**src/rtl/winograd_f2x2_3x3_tile_conv_assert.svh**
```systemverilog
// Assertion helpers for the Winograd tile engine.
`ifndef WINOGRAD_F2X2_3X3_TILE_CONV_ASSERT_SVH
`define WINOGRAD_F2X2_3X3_TILE_CONV_ASSERT_SVH

// Same-cycle implication under active-low reset.
`define WTC_ASSERT_IMP(lbl, clk, rstn, ante, cons, msg) \
    lbl: assert property (@(posedge clk) disable iff (!rstn) (ante) |-> (cons)) \
        else $error(msg);

// Next-cycle implication under active-low reset.
`define WTC_ASSERT_NXT(lbl, clk, rstn, ante, cons, msg) \
    lbl: assert property (@(posedge clk) disable iff (!rstn) (ante) |=> (cons)) \
        else $error(msg);

`endif

```
**src/rtl/wtc_pkg.sv**
```systemverilog
`default_nettype none

package wtc_pkg;

    // Field widths
    localparam int SAMPLE_W = 16;
    localparam int WEIGHT_W = 16;
    localparam int ACC_W    = 48;
    localparam int ROW_W    = 2;

    // Tile geometry
    localparam int TILE_N     = 4;
    localparam int KER_N      = 3;
    localparam int STORE_ROWS = 3;
    localparam int LANES      = TILE_N * TILE_N;
    localparam int OUTS       = 4;

    localparam logic [ROW_W-1:0] LAST_ROW = ROW_W'(3);

    // Growth through the transforms (kernel side runs at scale 4)
    localparam int RT_W   = SAMPLE_W + 1;
    localparam int DT_W   = SAMPLE_W + 2;
    localparam int KR_W   = WEIGHT_W + 2;
    localparam int KT_W   = WEIGHT_W + 4;
    localparam int PROD_W = DT_W + KT_W;
    localparam int Y_W    = PROD_W + 2;
    localparam int O_W    = PROD_W + 4;
    localparam int V_W    = O_W - 2;

    // Stream widths
    localparam int S_TDATA_W = ((TILE_N * SAMPLE_W + KER_N * WEIGHT_W + 7) / 8) * 8;
    localparam int S_TUSER_W = ROW_W + 1;
    localparam int M_TDATA_W = ((OUTS * ACC_W + 7) / 8) * 8;

    typedef logic signed [SAMPLE_W-1:0] sample_t;
    typedef logic signed [WEIGHT_W-1:0] weight_t;
    typedef logic signed [RT_W-1:0]     rt_t;
    typedef logic signed [DT_W-1:0]     dt_t;
    typedef logic signed [KR_W-1:0]     kr_t;
    typedef logic signed [KT_W-1:0]     kt_t;
    typedef logic signed [PROD_W-1:0]   prod_t;
    typedef logic signed [Y_W-1:0]      y_t;
    typedef logic signed [O_W-1:0]      o_t;
    typedef logic signed [V_W-1:0]      v_t;
    typedef logic signed [ACC_W-1:0]    acc_t;

    localparam acc_t ACC_MAX = {1'b0, {(ACC_W-1){1'b1}}};
    localparam acc_t ACC_MIN = {1'b1, {(ACC_W-1){1'b0}}};

    // Control that travels with a last-row request
    typedef struct packed {
        logic valid;
        logic first;
        logic last;
    } ctl_t;

    // One emitted result, out00 in the low element
    typedef struct packed {
        acc_t [OUTS-1:0] sums;
        logic            sat;
    } result_t;

endpackage

`default_nettype wire

```
**src/rtl/wtc_lane.sv**
```systemverilog
`default_nettype none

module wtc_lane (
    input  wire            aclk,
    input  wire            adv,
    input  wtc_pkg::dt_t   dt,
    input  wtc_pkg::kt_t   kt,
    output wtc_pkg::prod_t prod
);
    import wtc_pkg::*;

    prod_t prod_next;
    prod_t prod_reg;

    // Elementwise product of transformed tile and kernel
    assign prod_next = PROD_W'(dt) * PROD_W'(kt);

    always_ff @(posedge aclk) begin
        if (adv) begin
            prod_reg <= prod_next;
        end
    end

    assign prod = prod_reg;

endmodule

`default_nettype wire

```
**config.mk**
```make
export PLATFORM = sky130hd
export DESIGN_NAME = wtc_lane
export DESIGN_NICKNAME = d
export VERILOG_FILES = /design/src/rtl/winograd_f2x2_3x3_tile_conv_assert.svh /design/src/rtl/wtc_pkg.sv /design/src/rtl/wtc_lane.sv
export SDC_FILE = /design/constraint.sdc
export NUM_CORES = 1
export LEC_CHECK = 0
export BUFFER_PORTS_ARGS = -buffer_cell sky130_fd_sc_hd__buf_2
export CELL_PAD_IN_SITES_DETAIL_PLACEMENT = 2
export CELL_PAD_IN_SITES_GLOBAL_PLACEMENT = 2
export CORE_MARGIN = 4
export CORE_UTILIZATION = 43
export DETAILED_ROUTE_END_ITERATION = 8
export PLACE_DENSITY_LB_ADDON = 0.1
export SETUP_SLACK_MARGIN = 0.2
export SYNTH_ARGS = -nofsm -noshare
export SYNTH_HDL_FRONTEND = slang
export SYNTH_SLANG_ARGS = --single-unit
```
**constraint.sdc**
```tcl
create_clock -name aclk -period 12.3 [get_ports aclk]
set_input_delay 1.23 -clock aclk [delete_from_list [all_inputs] [get_ports aclk]]
set_output_delay 1.23 -clock aclk [all_outputs]
set_load 0.1 [all_outputs]
```
==> results of run 1 <==
## kinds of logic (layout without fill, tap and decap cells)
logic type               Yosys count  after routing  share of synthesized area
AO/OA/AOI/OAI                     85             85                     0.0424
XOR/XNOR                          35             35                     0.0212
adder cells (fa/ha/maj)          458            458                      0.584
multiplexers                       2              2                    0.00138
buffers and inverters            462            491                      0.120
flip-flops                        38             38                     0.0789
AND/OR/NAND/NOR                  439            439                      0.152
## worst max path at each step
stage / from / cells after the start / slack [ns] / endpoint
after global placement: dt[0] / 22 / 4.81 / prod[37]
after floorplan: kt[19] / 18 / 5.42 / prod[37]
after global routing: dt[0] / 22 / 4.51 / prod[37]
final: dt[0] / 22 / 4.92 / prod[37]
after detailed placement: dt[0] / 22 / 4.56 / prod[37]
after CTS: dt[0] / 22 / 4.89 / prod[37]
## layout make-up
cell class	instances	area, um^2
clock inverter	3	63.8
sequential	38	1140
multi-input combinational	1019	11600
tap	442	553
inverter	406	1520
timing repair buffer	77	385
clock buffer	5	125
fill	3587	17500
## cells in the final DEF, fill, tap and decap left out, drive strengths merged, types with 2 or more instances in the layout
cell type	synthesis	layout
a211oi	4	4
a21o	5	5
a21oi	26	26
a221oi	3	3
a31oi	2	2
and2	174	174
and3	5	5
buf	2	77
bufinv	0	2
clkbuf	54	5
clkinv	1	2
edfxtp	38	38
fa	361	361
ha	97	97
inv	405	405
mux2i	2	2
nand2	185	185
nand2b	10	10
nand3	8	8
nand4	2	2
nor2	34	34
nor2b	3	3
nor3	11	11
nor4	2	2
o211ai	4	4
o21a	5	5
o21ai	20	20
o21bai	7	7
or3	2	2
xnor2	28	28
xor2	7	7
## through the flow
step,utilization,setup WS [ns]
2_1_floorplan,-,5.42
3_3_place_gp,0.462,4.81
3_5_place_dp,0.462,4.56
4_1_cts,0.468,4.89
5_1_grt,0.468,4.51
6_report,0.468,4.92
## per-layer routing
layer	share of wire	vias to the layer above
met5	0	-
met4	0.028	0
met2	0.59	138
li1	-	4452
met3	0.018	52
met1	0.37	5487
==> impl_metrics.xml, run 1 <==
<?xml version="1.0" encoding="UTF-8"?>
<metrics>
  <group name="run_status">
    <metric name="status" unit="">finished, final reports clean</metric>
  </group>
  <group name="route">
    <metric name="post_drt_wl_per_cell" unit="um">21.2</metric>
    <metric name="drt.antenna.violating_nets" unit="">0</metric>
    <metric name="routed_via_density" unit="">5.09</metric>
    <metric name="detail_route.first_pass.iterations" unit="">4</metric>
    <metric name="route.detailed.drc" unit="">0</metric>
    <metric name="detailedRoute.firstIterationViolations" unit="">285</metric>
    <metric name="drt_wl_total" unit="mm">42.2</metric>
    <metric name="route.vias.total" unit="">10100</metric>
  </group>
  <group name="worst_hold_path">
    <metric name="min_to" unit="">prod[0]</metric>
    <metric name="timing.hold.worst.class" unit="">input port to register</metric>
    <metric name="min_path_cells" unit="">2</metric>
    <metric name="worstHoldStart" unit="">dt[0]</metric>
  </group>
  <group name="die">
    <metric name="die_area" unit="um^2">36600</metric>
    <metric name="io-pin-count" unit="">78</metric>
    <metric name="cell_rows" unit="">66</metric>
    <metric name="die_height" unit="um">191</metric>
    <metric name="floorplan.initialDensity" unit="">0.440</metric>
    <metric name="core_region_area" unit="um^2">32900</metric>
    <metric name="chipWidth" unit="um">191</metric>
  </group>
  <group name="place">
    <metric name="place_inst" unit="">1982</metric>
    <metric name="post_dp_cell_area" unit="um^2">15200</metric>
    <metric name="global_placer_s_final_weighted_congestion" unit="">0.808</metric>
    <metric name="io_buffer_count" unit="">77</metric>
    <metric name="hpwlAfterDp" unit="mm">36.2</metric>
  </group>
  <group name="timing">
    <metric name="hold_slack" unit="ns">1.51</metric>
    <metric name="hold_viol" unit="">0</metric>
    <metric name="unrepaired_setup_endpoints_after_global_routing" unit="">no</metric>
    <metric name="totalNegativeSetupSlack" unit="ns">0</metric>
    <metric name="final.min_clock_period" unit="ns">7.38</metric>
    <metric name="slew-limit-headroom" unit="">0.394</metric>
    <metric name="finalMaxSlewViolations" unit="">0</metric>
    <metric name="fmax" unit="GHz">0.136</metric>
    <metric name="report.final.setup_viol" unit="">0</metric>
    <metric name="worstMarginPinSlew" unit="ns">0.909</metric>
    <metric name="period_share" unit="">0.600</metric>
  </group>
  <group name="synthesis">
    <metric name="synth_ff_type" unit="">sky130_fd_sc_hd__edfxtp_1</metric>
    <metric name="yosysWarningCount" unit="">0</metric>
    <metric name="synth_async_sr_flop_share" unit="">0</metric>
    <metric name="synth_edf_count" unit="">38</metric>
    <metric name="library_cell_with_the_highest_instance_count_after_synthesis" unit="">sky130_fd_sc_hd__inv_1</metric>
    <metric name="leading_cell_types_by_total_area_after_synthesis" unit="">sky130_fd_sc_hd__fa_1 (50%), sky130_fd_sc_hd__inv_1 (11%), sky130_fd_sc_hd__ha_1 (8.4%), sky130_fd_sc_hd__edfxtp_1 (7.9%), sky130_fd_sc_hd__and2_1 (7.5%)</metric>
    <metric name="syn-instance-count" unit="">1519</metric>
    <metric name="synth.top_cell.area_share" unit="">0.500</metric>
    <metric name="synthesis.area_per_instance" unit="um^2">9.52</metric>
    <metric name="synth.top_cells.by_count" unit="">sky130_fd_sc_hd__inv_1 (405), sky130_fd_sc_hd__fa_1 (361), sky130_fd_sc_hd__nand2_1 (185)</metric>
    <metric name="postSynthRegisterBits" unit="">38</metric>
    <metric name="ys_seq_area_frac" unit="">0.0789</metric>
    <metric name="synth_nets" unit="">2017</metric>
    <metric name="synth_cell_types" unit="">50</metric>
    <metric name="post-synth-top-area-cell" unit="">sky130_fd_sc_hd__fa_1</metric>
    <metric name="syn_area" unit="um^2">14500</metric>
  </group>
  <group name="grt">
    <metric name="globalRouteMet3Util" unit="">0.0142</metric>
    <metric name="gr-usage-all-layers" unit="">0.243</metric>
    <metric name="global_route_layer_with_the_greatest_usage" unit="">met2</metric>
    <metric name="grt_util_met2" unit="">0.494</metric>
    <metric name="grt_met1_use" unit="">0.271</metric>
    <metric name="grt_pass1_wl" unit="mm">68.4</metric>
    <metric name="grt.overflow.total" unit="">0</metric>
    <metric name="antenna_violations_before_repair" unit="">0</metric>
    <metric name="grt_pass1_vias" unit="">12700</metric>
    <metric name="grt_max_degree" unit="">39</metric>
  </group>
  <group name="layout">
    <metric name="post_layout_nonfiller_instances" unit="">1990</metric>
    <metric name="antenna-diode-count" unit="">0</metric>
    <metric name="relative_area_change_from_synthesis_to_final_layout" unit="%">6.31</metric>
    <metric name="post_route_cells_drive_above_1_share" unit="">0.0627</metric>
    <metric name="design_area" unit="um^2">15400</metric>
    <metric name="design.final.nets" unit="">2045</metric>
    <metric name="largest_reg_flops" unit="">38</metric>
  </group>
  <group name="clock_tree">
    <metric name="cts-hold-fix-buffers" unit="">0</metric>
    <metric name="h-tree-depth" unit="">2</metric>
    <metric name="numCtsBuffers" unit="">5</metric>
    <metric name="cts_resized" unit="">0</metric>
    <metric name="clk_pin_slew_worst_paths" unit="ns">0.07</metric>
    <metric name="max-clock-path-buffers" unit="">2</metric>
    <metric name="clkSinkCount" unit="">38</metric>
    <metric name="postCtsSetupBuffers" unit="">0</metric>
    <metric name="root_buffer" unit="">sky130_fd_sc_hd__clkbuf_16</metric>
    <metric name="tritoncts_clock_tree" unit="">built</metric>
  </group>
  <group name="critical_path">
    <metric name="crit_path_max_fanout" unit="">20</metric>
    <metric name="worstSetupPathType" unit="">input port to register</metric>
    <metric name="worst-endpoint-arrival" unit="ns">7.41</metric>
    <metric name="critical_path.n_buffers_inverters" unit="">8</metric>
    <metric name="path_common_cell" unit="">sky130_fd_sc_hd__inv_1</metric>
    <metric name="path_cells" unit="">buf_2 &gt; nand2_1 &gt; inv_1 &gt; fa_1 &gt; inv_1 &gt; fa_1 &gt; inv_1 &gt; ha_1 &gt; inv_1 &gt; fa_1 &gt; inv_1 &gt; fa_1 &gt; inv_1 &gt; fa_1 &gt; inv_1 &gt; ha_1 &gt; nand3_1 &gt; nor3b_2 &gt; a2111oi_4 &gt; o31ai_4 &gt; mux2i_1 &gt; nand4_1</metric>
    <metric name="cp_data_required_time" unit="ns">12.33</metric>
    <metric name="end_kind" unit="">register</metric>
    <metric name="timing.critical_path.from_type" unit="">input port</metric>
    <metric name="cp_slowest_cell" unit="">sky130_fd_sc_hd__fa_1</metric>
    <metric name="crit_path_max_cell_delay" unit="ns">0.57</metric>
    <metric name="crit_family" unit="">adder cells</metric>
  </group>
  <group name="flow_run">
    <metric name="max_cap_violations" unit="">0</metric>
  </group>
</metrics>
Power of run 1 is left out: the tool's default activity adds up to more than one toggle a clock period on the data nets, which glitch-free logic cannot reach.
==> inputs of run 2 (changes only) <==
--- a/config.mk
+++ b/config.mk
@@ -9,7 +9,7 @@
 export CELL_PAD_IN_SITES_DETAIL_PLACEMENT = 2
 export CELL_PAD_IN_SITES_GLOBAL_PLACEMENT = 2
 export CORE_MARGIN = 4
-export CORE_UTILIZATION = 43
+export CORE_UTILIZATION = 42
 export DETAILED_ROUTE_END_ITERATION = 8
 export PLACE_DENSITY_LB_ADDON = 0.1
 export SETUP_SLACK_MARGIN = 0.2
==> constraint.sdc (replaced) <==
create_clock -name aclk -period 6.8 [get_ports aclk]
set_input_delay 0.68 -clock aclk [delete_from_list [all_inputs] [get_ports aclk]]
set_output_delay 0.68 -clock aclk [all_outputs]
set_load 0.1 [all_outputs]
==> impl_metrics.xml, run 2 (synthesis gave the netlist of run 1 again) <==
<?xml version="1.0" encoding="UTF-8"?>
<metrics>
  <group name="critical_path">
    <metric name="crit_path_max_fanout" unit="">10</metric>
    <metric name="crit_family" unit="">adder cells</metric>
    <metric name="cp_slowest_cell" unit="">sky130_fd_sc_hd__fa_1</metric>
    <metric name="timing.critical_path.from_type" unit="">input port</metric>
    <metric name="path_cells" unit="">buf_2 &gt; buf_12 &gt; and2_1 &gt; fa_1 &gt; inv_1 &gt; fa_1 &gt; fa_1 &gt; inv_1 &gt; fa_1 &gt; fa_1 &gt; inv_1 &gt; fa_1 &gt; inv_1 &gt; ha_1 &gt; o21ai_0 &gt; o21ai_2 &gt; a41oi_2 &gt; o21ai_4 &gt; a2111oi_4 &gt; o31ai_4 &gt; buf_4 &gt; o311ai_2</metric>
    <metric name="end_kind" unit="">register</metric>
    <metric name="worst-endpoint-arrival" unit="ns">6.50</metric>
    <metric name="worstSetupPathType" unit="">input port to register</metric>
    <metric name="worst-path-stages" unit="">22</metric>
    <metric name="cp_data_required_time" unit="ns">6.91</metric>
    <metric name="critical_path.n_buffers_inverters" unit="">7</metric>
    <metric name="path_common_cell" unit="">sky130_fd_sc_hd__fa_1</metric>
    <metric name="crit_path_max_cell_delay" unit="ns">0.55</metric>
  </group>
  <group name="layout">
    <metric name="relative_area_change_from_synthesis_to_final_layout" unit="%">9.77</metric>
    <metric name="layout.cells.most_common_list" unit="">sky130_fd_sc_hd__inv_1 (403), sky130_fd_sc_hd__fa_1 (358), sky130_fd_sc_hd__nand2_1 (185)</metric>
    <metric name="largest_reg_flops" unit="">38</metric>
    <metric name="fillCellCount" unit="">3609</metric>
    <metric name="post_route_cells_drive_above_1_share" unit="">0.101</metric>
    <metric name="antenna-diode-count" unit="">0</metric>
    <metric name="design.final.nets" unit="">2097</metric>
    <metric name="layout_commonest_cell" unit="">sky130_fd_sc_hd__inv_1</metric>
    <metric name="design_area" unit="um^2">15900</metric>
    <metric name="post_layout_nonfiller_instances" unit="">2048</metric>
  </group>
  <group name="die">
    <metric name="floorplan.initialDensity" unit="">0.428</metric>
    <metric name="io-pin-count" unit="">78</metric>
    <metric name="die_area" unit="um^2">37500</metric>
    <metric name="chipWidth" unit="um">194</metric>
    <metric name="die_height" unit="um">194</metric>
    <metric name="core_region_area" unit="um^2">33800</metric>
    <metric name="cell_rows" unit="">67</metric>
  </group>
  <group name="clock_tree">
    <metric name="clk_pin_slew_worst_paths" unit="ns">0.06</metric>
    <metric name="tritoncts_clock_tree" unit="">built</metric>
    <metric name="root_buffer" unit="">sky130_fd_sc_hd__clkbuf_16</metric>
    <metric name="max-clock-path-buffers" unit="">2</metric>
    <metric name="numCtsBuffers" unit="">5</metric>
    <metric name="cts-hold-fix-buffers" unit="">0</metric>
    <metric name="h-tree-depth" unit="">2</metric>
    <metric name="clkSinkCount" unit="">38</metric>
  </group>
  <group name="timing">
    <metric name="final.min_clock_period" unit="ns">6.39</metric>
    <metric name="worstMarginPinSlew" unit="ns">0.972</metric>
    <metric name="slew-limit-headroom" unit="">0.352</metric>
    <metric name="hold_viol" unit="">0</metric>
    <metric name="fmax" unit="GHz">0.156</metric>
    <metric name="totalNegativeSetupSlack" unit="ns">0</metric>
    <metric name="unrepaired_setup_endpoints_after_global_routing" unit="">yes</metric>
    <metric name="period_share" unit="">0.940</metric>
    <metric name="report.final.setup_viol" unit="">0</metric>
    <metric name="hold_slack" unit="ns">0.970</metric>
    <metric name="finalMaxSlewViolations" unit="">0</metric>
  </group>
  <group name="route">
    <metric name="route.detailed.drc" unit="">0</metric>
    <metric name="routed_via_density" unit="">5.01</metric>
    <metric name="route.vias.total" unit="">10300</metric>
    <metric name="highest-signal-layer" unit="">met5</metric>
    <metric name="drt_wl_total" unit="mm">44.1</metric>
    <metric name="drt.antenna.violating_nets" unit="">0</metric>
    <metric name="routedLengthMet1" unit="mm">16.1</metric>
    <metric name="post_drt_wl_per_cell" unit="um">21.5</metric>
    <metric name="detail_route.first_pass.iterations" unit="">4</metric>
    <metric name="detailedRoute.firstIterationViolations" unit="">244</metric>
    <metric name="routed-wl-met2" unit="mm">25.6</metric>
    <metric name="routed_length_on_met3" unit="um">617</metric>
  </group>
  <group name="grt">
    <metric name="grt_max_degree" unit="">39</metric>
    <metric name="grt.overflow.total" unit="">0</metric>
    <metric name="gr-usage-all-layers" unit="">0.242</metric>
    <metric name="grt_pass1_vias" unit="">13000</metric>
    <metric name="antenna_violations_before_repair" unit="">1</metric>
    <metric name="grt_pass1_wl" unit="mm">70.8</metric>
  </group>
  <group name="place">
    <metric name="hpwlAfterDp" unit="mm">39.5</metric>
    <metric name="post_dp_cell_area" unit="um^2">15600</metric>
    <metric name="place_inst" unit="">2040</metric>
    <metric name="global_placer_s_final_weighted_congestion" unit="">0.841</metric>
    <metric name="io_buffer_count" unit="">77</metric>
  </group>
  <group name="worst_hold_path">
    <metric name="timing.hold.worst.class" unit="">input port to register</metric>
    <metric name="min_path_cells" unit="">3</metric>
  </group>
  <group name="run_status">
    <metric name="status" unit="">finished, final reports clean</metric>
  </group>
  <group name="flow_run">
    <metric name="max_cap_violations" unit="">0</metric>
  </group>
</metrics>
==> run 2: cell count changes in the layout (fill, tap and decap cells not counted), moves of 3 or more <==
cell / previous run / this run
sky130_fd_sc_hd__buf_2: 77 / 64
sky130_fd_sc_hd__buf_4: 0 / 51
sky130_fd_sc_hd__fa_1: 361 / 358
sky130_fd_sc_hd__ha_2: 0 / 4
sky130_fd_sc_hd__clkbuf_4: 0 / 12
sky130_fd_sc_hd__ha_1: 97 / 93
sky130_fd_sc_hd__fa_2: 0 / 3
==> run 2: metrics by stage <==
step	setup slack, ns	utilization
2_1_floorplan	0.470	-
3_3_place_gp	0.135	0.462
3_5_place_dp	-0.0176	0.462
4_1_cts	0.284	0.468
5_1_grt	0.178	0.470
6_report	0.407	0.470
==> run 2: path summary, 6_finish.rpt <==
kind,start,to,slack (ns)
max,kt[5],prod[35],0.41
min,dt[0],prod[0],0.97
==> run 2: cell type report <==
cell class	count	area, um^2	share of cell area
clock buffer	5	125	0.00788
tap	448	561	0.0353
multi-input combinational	1019	11600	0.732
sequential	38	1140	0.0719
clock inverter	3	63.8	0.00402
timing repair buffer	129	833	0.0525
inverter	406	1520	0.0960
==> run 2: layer usage <==
layer / vias up / track usage
met4: 2 / 0.0792
li1: 4556 / -
met2: 114 / 0.489
met3: 73 / 0.0204
met1: 5520 / 0.262
met5: - / 0
==> run 2: what timing repair did <==
item / CTS / global route
pin swaps: 1 / 6
setup endpoints to repair: 1 / 6
resized for setup: 0 / 30
setup buffers: 0 / 0
Power of run 2 is left out for the same reason.
